--- config.mk ---
export PLATFORM = sky130hd
export DESIGN_NAME = cmrf_ram
export DESIGN_NICKNAME = d
export VERILOG_FILES = /design/src/design/cmrf_ram.sv
export SDC_FILE = /design/constraint.sdc
export NUM_CORES = 1
export LEC_CHECK = 0
export BUFFER_PORTS_ARGS = -buffer_cell sky130_fd_sc_hd__buf_2
export CORE_MARGIN = 5
export CORE_UTILIZATION = 47
export CTS_CLUSTER_DIAMETER = 200
export DETAILED_ROUTE_END_ITERATION = 8
export PLACE_DENSITY = 0.68
export SETUP_SLACK_MARGIN = 0.05
export SLEW_MARGIN = 20
export SYNTH_ARGS = -nofsm -noshare
export SYNTH_HDL_FRONTEND = slang
export SYNTH_SLANG_ARGS = --single-unit
--- constraint.sdc ---
create_clock -name i_clk -period 4.45 [get_ports i_clk]
set_input_delay 0.445 -clock i_clk [delete_from_list [all_inputs] [get_ports i_clk]]
set_output_delay 0.445 -clock i_clk [all_outputs]
set_load 0.01 [all_outputs]
--- src/design/cmrf_ram.sv ---
// ----------------------------------------------------------------------------
// cmrf_ram
// simple dual-port synchronous ram, one write and one registered read port
// ----------------------------------------------------------------------------
module cmrf_ram #(
    parameter int AW = 5,
    parameter int DW = 8
) (
    input  logic          i_clk,
    input  logic          i_we,
    input  logic [AW-1:0] i_waddr,
    input  logic [DW-1:0] i_wdata,
    input  logic [AW-1:0] i_raddr,
    output logic [DW-1:0] o_rdata
);

    logic [DW-1:0] r_mem [2**AW];
    logic [DW-1:0] r_rdata;

    always_ff @(posedge i_clk) begin
        if (i_we) begin
            r_mem[i_waddr] <= i_wdata;
        end
    end

    always_ff @(posedge i_clk) begin
        r_rdata <= r_mem[i_raddr];
    end

    assign o_rdata = r_rdata;

endmodule

==> results of run 1 <==
-- worst register-to-register path, cell delays in order, from the launching register on --
cell	delay (ns)
edfxtp_1	0.37
mux4_2	0.53
mux4_2	0.52
mux2_2	0.29
-- metrics by stage --
stage	area [µm²]	hold WS, ns	util (%)
2_1_floorplan	10050	0.5439	-
3_3_place_gp	10460	0.8701	49.78
4_1_cts	11330	0.3862	53.88
5_1_grt	11330	0.3923	53.88
6_report	11330	0.3968	53.88
3_5_place_dp	10460	0.8632	49.78
-- final cells by class --
class / instances / area, µm² / share of cell area (%)
flip-flops and latches: 264 / 7848 / 69.29
multi-input cells: 133 / 2100 / 18.54
clock buffers: 34 / 689.4 / 6.087
well taps: 275 / 344.1 / 3.038
clock inverters: 12 / 172.7 / 1.525
repair buffers: 30 / 172.7 / 1.525
-- kinds of logic after synthesis --
kind of cell | after synthesis | share of synthesized area, %
AND/OR/NAND/NOR | 45 | 2.066
buffers and inverters | 20 | 1.058
multiplexers | 88 | 18.82
flip-flops | 264 | 78.06
-- Yosys cell counts (all sizes together) --
cell type	number
mux4	80
or3	1
mux2	8
dfxtp	8
clkbuf	6
or3b	3
edfxtp	256
nand3	2
buf	14
nand3b	5
nor2	33
nand2	1
-- flip-flops by register name, summed over array words and instances, names as in the netlist --
signal	count
r_mem	256
o_rdata	8
-- power breakdown --
group / internal (mW) / total (mW) / switching (mW)
clock: 1.32 / 2.21 / 0.886
sequential: 2.76 / 2.78 / 0.0150
combinational: 0.109 / 0.253 / 0.143
total: 4.20 / 5.24 / 1.04
-- worst max-delay path by stage --
stage                     from                 end  slack, ns  cells after the start
finish              i_raddr[0]  o_rdata[4]$_DFF_P_       2.08                      5
global route        i_raddr[0]  o_rdata[7]$_DFF_P_       1.95                      5
CTS                 i_raddr[0]  o_rdata[7]$_DFF_P_       2.03                      5
detailed placement  i_raddr[0]  o_rdata[7]$_DFF_P_       1.49                      5
global placement    i_raddr[0]  o_rdata[3]$_DFF_P_       1.51                      5
floorplan           i_raddr[2]  o_rdata[0]$_DFF_P_       2.20                      5
-- per-layer routing --
| layer | up-vias | GRT usage, % | part of all wire (%) |
|---|---|---|---|
| met1 | 2337 | 25.78 | 41 |
| met4 | 0 | 4.463 | 1.9 |
| li1 | 1855 | - | - |
| met3 | 26 | 3.733 | 8.9 |
| met2 | 188 | 26.14 | 48 |
| met5 | - | 0 | 0 |
==> run metrics, run 1 <==
first-pass GRT wire length=30460 µm; grt ovf=0; Peak Freq=421.5 MHz; Synth Register Bits=264; drt drc=0; outcome=finished, final reports clean; peak supply drop=0.2303 mV; Min-Delay Path Depth=2; MaxCap Viol Count=0; number of global-route vias before repair=4545; DRT iter0 DRCs=545; Hold Buf Count CTS=0; FF-to-FF setup slack=2.62 ns; Starting Density=47.82%; largest delay contributor family on the critical path=multiplexers; Final nets=474; GRT Total Usage=17.20%; die area=0.02442 mm²; crit-path most repeated cell=mux4_2; layout cells sized above 1=34.04%; Layout Cells excl Fill=748; Slowest-stage cell, CP=mux4_2; setup TNS=0 ns; reg2reg path depth=3; Critical Path Fanout Max=34; Power Density=463.0 mW/mm²; largest net degree at the start of global routing=35; post-place setup slack=1.486 ns; commonest cells after routing, fill and taps aside=edfxtp_1 (256), mux4_2 (80), nor2_1 (33); Buf/Inv on CP=2; Unique masters post-synth=15; Worst Max-Slew Pin Slew=1.059 ns; area grow syn2layout=12.66%; clock latency on the worst-skew pair=0.53 ns; Reg-to-Reg End=o_rdata[0]$_DFF_P_; CTS clk-pin slew, worst paths=0.06 ns; Setup Buffers After CTS=0; Vias/cell=5.890; initial antenna violation count=0; via count=4406; CP required=4.86 ns; Synth area leaders=edfxtp_1 (76%), mux4_2 (18%), dfxtp_1 (1.6%); PortBufs=27; Critical Path AT=2.78 ns; Inst Count DP=702; Seq/Total Area, Yosys=78.06%; slowest cell delay on critical path=0.58 ns; cell accounting for the most synthesized area=edfxtp_1; Rel. slew slack=29.14%; min-delay worst type=in -> reg; Die H=156.3 µm; # IOs=28; Avg Inst Size Synth=24.11 µm²; Synth Cell Area=0.01005 mm²; deepest clock path buffer count=3; die width=156.3 µm; DR pass1 iterations=4; FF-to-FF Start=r_mem[4][0]$_DFFE_PP_; Detailed Place HPWL=12280 µm; post-cts resize count=0; minimum clock period after layout=2.372 ns; Setup crit start kind=input pin; H-tree Lvls=1; WL/cell=27.15 µm; RSZ-0062 raised after global routing=no; leak pwr=3.517 nW; clk_skew=0.01585 ns; share of the synthesized area in the top cell type=76.47%; # fillers=1544; Mapped Cells=417; Syn Nets=437; row count=53; final setup fails=0; Yosys Warn Count=0; Worst Hold Launch=i_raddr[3]; final WL=20310 µm; Core Area=0.02102 mm²; Hold Vio Cnt, Final=0; WHS Endpoint=o_rdata[3]$_DFF_P_; Setup crit end kind=flop; clock sink total=264; CTS Root Cell=clkbuf_16; Pwr Total=5.244 mW; leading cell type in the layout, fill and taps excluded=edfxtp_1; Routed Antenna Nets=0; Ant. Diodes=0; Final Max Slew Viols=0; placer congestion estimate=0.7528; CTS buffer count=25; period utilisation layout=53.31%; worst setup margin=2.078 ns; TritonCTS clock tree=built; Setup CP Type=in -> reg; worst path cell trace=buf_4 > buf_12 > mux4_2 > mux4_2 > mux2_2
(Power assumes the default switching activity.)
==> run 2: changes to the inputs <==
==> constraint.sdc (replaced) <==
create_clock -name i_clk -period 2.4 [get_ports i_clk]
set_input_delay 0.24 -clock i_clk [delete_from_list [all_inputs] [get_ports i_clk]]
set_output_delay 0.24 -clock i_clk [all_outputs]
set_load 0.01 [all_outputs]
==> run 2 against run 1 <==
Effect of this change:
- flip-flop and latch count unchanged
- cell count rose by 5.1%
- global-route usage up 0.31 points
- total power is 91% higher
- combinational power rose by 97%
- wire length up 2.7%
- register-to-register slack got worse by 2.1 ns
- critical path depth fell by 2
- first-iteration DRC count fell by 22%
- sequential share of layout area shrank 2.4 points
- count of clock-buffer cells in the layout fell by 9
- highest routed layer unchanged
==> run metrics, run 2 (synthesis gave the netlist of run 1 again) <==
placer congestion estimate=0.7913 (was 0.7528); largest reg by FF count=r_mem (unchanged); clock sink total=264 (unchanged); Die H=156.3 µm (unchanged); post-cts resize count=0 (unchanged); Pwr Total=10.02 mW (was 5.244 mW); clock latency on the worst-skew pair=0.53 ns (about the same); RSZ-0062 raised after global routing=no (unchanged); CP required=2.81 ns (was 4.86 ns); # IOs=28 (unchanged); CTS clk-pin slew, worst paths=0.07 ns (was 0.06 ns); Final Max Slew Viols=0 (unchanged); number of global-route vias before repair=4799 (was 4545); Power Density=853.9 mW/mm² (was 463.0 mW/mm²); area grow syn2layout=16.68% (was 12.66%); largest net degree at the start of global routing=34 (was 35); period utilisation layout=76.60%; layout cells sized above 1=39.53% (was 34.04%); Setup CP Type=reg -> reg (was in -> reg); Critical Path AT=2.25 ns (was 2.78 ns); Setup crit end kind=flop (unchanged); met3 WL=1531 µm (was 1815 µm); final WL=20850 µm (was 20310 µm); Peak Freq=544.0 MHz; TritonCTS clock tree=built (unchanged); final setup fails=0 (unchanged); Routed Antenna Nets=0 (unchanged); Hold Buf Count CTS=0 (unchanged); max reg flops=256 (unchanged); Vias/cell=5.847 (was 5.890); WL/cell=26.53 µm (was 27.15 µm); via count=4596 (was 4406); row count=53 (unchanged); met1 WL=9110 µm (was 8314 µm); setup TNS=0 ns (unchanged); end-of-flow core utilization=55.80% (was 53.88%); DRT iter0 DRCs=425 (was 545); outcome=finished, final reports clean (unchanged); drt drc=0 (unchanged); commonest cells after routing, fill and taps aside=edfxtp_1 (256), mux4_2 (80), buf_4 (37) (was edfxtp_1 (256), mux4_2 (80), nor2_1 (33)); min-delay worst type=in -> reg (unchanged); die width=156.3 µm (unchanged); deepest clock path buffer count=3 (unchanged); first-pass GRT wire length=31280 µm (was 30460 µm); clk_skew=0.01579 ns (was 0.01585 ns); Core Area=0.02102 mm² (unchanged); top sig layer=met4 (unchanged); H-tree Lvls=1 (unchanged); Hold Vio Cnt, Final=0 (unchanged); initial antenna violation count=0 (unchanged); MaxCap Viol Count=0 (unchanged); leading cell type in the layout, fill and taps excluded=edfxtp_1 (unchanged); Starting Density=47.82% (unchanged); CTS Root Cell=clkbuf_16 (unchanged); GRT Total Usage=17.51% (was 17.20%); PortBufs=27 (unchanged); CTS buffer count=25 (unchanged); grt ovf=0 (unchanged); peak supply drop=0.4734 mV (was 0.2303 mV); Ant. Diodes=0 (unchanged); Setup crit start kind=flop (was input pin); Worst Max-Slew Pin Slew=0.6349 ns (was 1.059 ns); Met2 Wirelength=9853 µm (was 9785 µm); leak pwr=3.756 nW (was 3.517 nW); Critical Path Fanout Max=1 (was 34); minimum clock period after layout=1.838 ns; Final nets=512 (was 474); Rel. slew slack=57.67% (was 29.14%); Detailed Place HPWL=12880 µm (was 12280 µm); DR pass1 iterations=5 (was 4); Setup Buffers After CTS=0 (unchanged); die area=0.02442 mm² (unchanged)
[run 2: cell types whose count changed in the layout (fill, tap and decap cells not counted), sizes merged]
cell      change
inv           +1
clkbuf        -9
clkinvlp      +3
clkinv        +2
buf          +38
bufinv        +3
[run 2: metrics by stage]
step | area [µm²] | cells | hold WS (ns) | setup slack [ns]
after detailed placement | 10800 | 740 | 0.6720 | 0.1534
after floorplan | 10050 | 417 | 0.3389 | 0.3576
after global placement | 10800 | 740 | 0.6786 | 0.1665
after CTS | 11730 | 786 | 0.1663 | 0.5698
final | 11730 | 786 | 0.1886 | 0.5616
after global routing | 11730 | 786 | 0.1856 | 0.5579
[run 2: metal layers]
| metal | global-route usage [%] | up-vias |
|---|---|---|
| met5 | 0 | - |
| met4 | 4.298 | 0 |
| met3 | 3.291 | 25 |
| met2 | 26.78 | 180 |
| met1 | 26.61 | 2468 |
| li1 | - | 1923 |
[run 2: path summary, 6_finish.rpt]
path | to | slack, ns | from | depth (start not counted)
setup / recovery | o_rdata[1]$_DFF_P_ | 0.56 | r_mem[5][1]$_DFFE_PP_ | 3
hold reg to reg | o_rdata[2]$_DFF_P_ | 0.90 | r_mem[24][2]$_DFFE_PP_ | 3
setup reg to reg | o_rdata[1]$_DFF_P_ | 0.56 | r_mem[5][1]$_DFFE_PP_ | 3
hold / removal | o_rdata[5]$_DFF_P_ | 0.19 | i_raddr[3] | 2
[run 2: area by class of cell]
cell class              count  area [µm²]
well taps                 275       344.1
clock buffers              25       625.6
repair buffers             68       508.0
multi-input cells         133        2100
clock inverters            21       305.3
fillers                  1512        9291
flip-flops and latches    264        7848
[run 2: power breakdown]
| group | total (mW) | internal [mW] | switching, mW | leakage, nW |
|---|---|---|---|---|
| Clock | 4.36 | 2.68 | 1.68 | 0.442 |
| Sequential | 5.15 | 5.12 | 0.0297 | 2.37 |
| Combinational | 0.498 | 0.225 | 0.274 | 0.941 |
[run 2: critical path: stages (launching register included)]
cell and delay [ns]:
edfxtp_1 0.38, mux4_2 0.54, mux4_2 0.53, mux2_2 0.28
==> run 3: changes to the inputs <==
==> constraint.sdc (replaced) <==
create_clock -name i_clk -period 1.71 [get_ports i_clk]
set_input_delay 0.171 -clock i_clk [delete_from_list [all_inputs] [get_ports i_clk]]
set_output_delay 0.171 -clock i_clk [all_outputs]
set_load 0.01 [all_outputs]
==> run 3 against run 2 <==
Effect of this change:
- the run now ends with negative setup slack left
- sequential power increased by 40%
- worst hold slack got worse by 0.060 ns
- total power increased by 35%
- highest routed layer unchanged
- flip-flop and latch count unchanged
==> run metrics, run 3 (synthesis gave the netlist of run 1 again) <==
outcome=complete, but fails checks (was finished, final reports clean); failing checks=negative setup slack; Setup CP Type=reg -> reg (unchanged); RSZ-0062 raised after global routing=yes (was no); period utilisation layout=107.9% (was 76.60%); max reg flops=256 (unchanged); CTS Root Cell=clkbuf_16 (unchanged); Cell Area, Placed=0.01083 mm² (was 0.01080 mm²); largest delay contributor family on the critical path=multiplexers (unchanged); Starting Density=47.82% (unchanged); met1 usage=26.25% (was 26.61%); Comb power frac=5.4% (was 5.0%); area grow syn2layout=16.07% (was 16.68%); GRT Total Usage=17.29% (was 17.51%); row count=53 (unchanged); largest net degree at the start of global routing=33 (was 34); peak supply drop=0.5444 mV (was 0.4734 mV); final WL=20620 µm (was 20850 µm); switching power=2.688 mW (was 1.986 mW); internal power=10.81 mW (was 8.030 mW); drt drc=0 (unchanged); Setup crit end kind=flop (unchanged); Peak Freq=542.2 MHz (was 544.0 MHz); post-cts resize count=1 (was 0); Hold Buf Count CTS=0 (unchanged); leading cell type in the layout, fill and taps excluded=edfxtp_1 (unchanged); crit-path most repeated cell=mux4_2 (unchanged); met3 usage=3.014% (was 3.291%); Core Area=0.02102 mm² (unchanged); Routed Antenna Nets=0 (unchanged); Layout Cells excl Fill=785 (was 786); clock latency on the worst-skew pair=0.52 ns (was 0.53 ns); layout cells sized above 1=38.24% (was 39.53%); via count=4624 (was 4596); # IOs=28 (unchanged); Design Area, Final=0.01167 mm² (was 0.01173 mm²); minimum clock period after layout=1.844 ns (was 1.838 ns); Buf/Inv on CP=0 (unchanged); H-tree Lvls=1 (unchanged); DR pass1 iterations=5 (unchanged); Pwr Total=13.50 mW (was 10.02 mW); deepest clock path buffer count=3 (unchanged); first-pass GRT wire length=30990 µm (was 31280 µm); hold slack=0.1284 ns (was 0.1886 ns); leak pwr=3.738 nW (was 3.756 nW); Final Max Slew Viols=0 (unchanged); placer congestion estimate=0.7979 (was 0.7913); DRT iter0 DRCs=454 (was 425); Power Density=1157 mW/mm² (was 853.9 mW/mm²); slowest cell delay on critical path=0.53 ns (was 0.54 ns); met2 GRT Util=26.53% (was 26.78%); Slowest-stage cell, CP=mux4_2 (unchanged); CP required=2.11 ns (was 2.81 ns); min-delay worst type=in -> reg (unchanged); largest reg by FF count=r_mem (unchanged); Setup crit start kind=flop (unchanged); worst setup margin=-0.1345 ns (was 0.5616 ns); clk_skew=0.01528 ns (was 0.01579 ns); grt ovf=0 (unchanged); setup TNS=-0.7191 ns (was 0 ns); Final nets=511 (was 512); switch share=19.92% (was 19.83%); sequential share of power=53.6% (was 51.5%); clock sink total=264 (unchanged); worst path cell trace=mux4_2 > mux4_2 > mux2_4 (was mux4_2 > mux4_2 > mux2_2); WL/cell=26.27 µm (was 26.53 µm); final setup fails=8 (was 0); Worst Max-Slew Pin Slew=0.6344 ns (was 0.6349 ns); number of global-route vias before repair=4696 (was 4799); CTS buffer count=25 (unchanged); Inst Count DP=739 (was 740); PortBufs=27 (unchanged); Setup Buffers After CTS=0 (unchanged); Critical Path AT=2.25 ns (about the same); Detailed Place HPWL=13100 µm (was 12880 µm); Clk pwr share=41.0% (was 43.6%); initial antenna violation count=0 (unchanged); Die H=156.3 µm (unchanged); Critical Path Fanout Max=1 (unchanged); die width=156.3 µm (unchanged); TritonCTS clock tree=built (unchanged); Hold Vio Cnt, Final=0 (unchanged); die area=0.02442 mm² (unchanged); Vias/cell=5.890 (was 5.847); FF-to-FF setup slack=-0.13 ns (was 0.56 ns); Rel. slew slack=57.71% (was 57.67%); CTS clk-pin slew, worst paths=0.06 ns (was 0.07 ns); Ant. Diodes=0 (unchanged); commonest cells after routing, fill and taps aside=edfxtp_1 (256), mux4_2 (80), nor2_1 (33), buf_4 (33), buf_2 (26) (was edfxtp_1 (256), mux4_2 (80), buf_4 (37)); Top Usage Layer GRT=met2 (unchanged); # fillers=1480 (was 1512); MaxCap Viol Count=0 (unchanged)
run 3: cell count changes in the layout (fill, tap and decap cells not counted), moves of 3 or more:
cell | before | now
buf_12 | 5 | 8
buf_4 | 37 | 33
bufinv_16 | 7 | 4
clkbuf_1 | 0 | 3
clkinv_1 | 3 | 6
clkinv_2 | 2 | 5
mux2_2 | 8 | 5
mux2_4 | 0 | 3
run 3: final timing paths:
check | start | end | depth (start not counted)
setup / recovery | r_mem[21][5]$_DFFE_PP_ | o_rdata[5]$_DFF_P_ | 3
hold / removal | i_raddr[3] | o_rdata[0]$_DFF_P_ | 2
setup reg to reg | r_mem[21][5]$_DFFE_PP_ | o_rdata[5]$_DFF_P_ | 3
hold reg to reg | r_mem[18][0]$_DFFE_PP_ | o_rdata[0]$_DFF_P_ | 3
run 3: power by group through the flow:
stage / sequential (mW) / clock [mW] / combinational [mW]
floorplan: 7.36 / 0 / 0.414
global placement: 7.37 / 0 / 0.708
detailed placement: 7.37 / 0 / 0.726
CTS: 7.23 / 5.63 / 0.731
global route: 7.24 / 5.96 / 0.771
finish: 7.23 / 5.54 / 0.724
run 3: area by class of cell:
type                    instances  area (µm²)  share of cell area [%]
repair buffers                 67       538.0                   4.611
clock buffers                  28       636.9                   5.458
flip-flops and latches        264        7848                   67.25
well taps                     275       344.1                   2.949
multi-input cells             133        2111                   18.09
clock inverters                18       191.4                   1.641
run 3: layer usage:
layer | share of wire (%) | up-vias | routed length, µm
met5 | 0 | - | 0
met4 | 2.0 | 0 | 415
li1 | - | 1931 | -
met2 | 48 | 185 | 9804
met3 | 7.0 | 30 | 1452
met1 | 43 | 2478 | 8951
run 3: through the flow:
stage                     util (%)  setup WS [ns]
final                        55.51        -0.1345
after global routing         55.51        -0.1547
after floorplan                  -       -0.05805
after detailed placement     51.51        -0.3997
after global placement       51.51        -0.4063
after CTS                    55.47        -0.1190
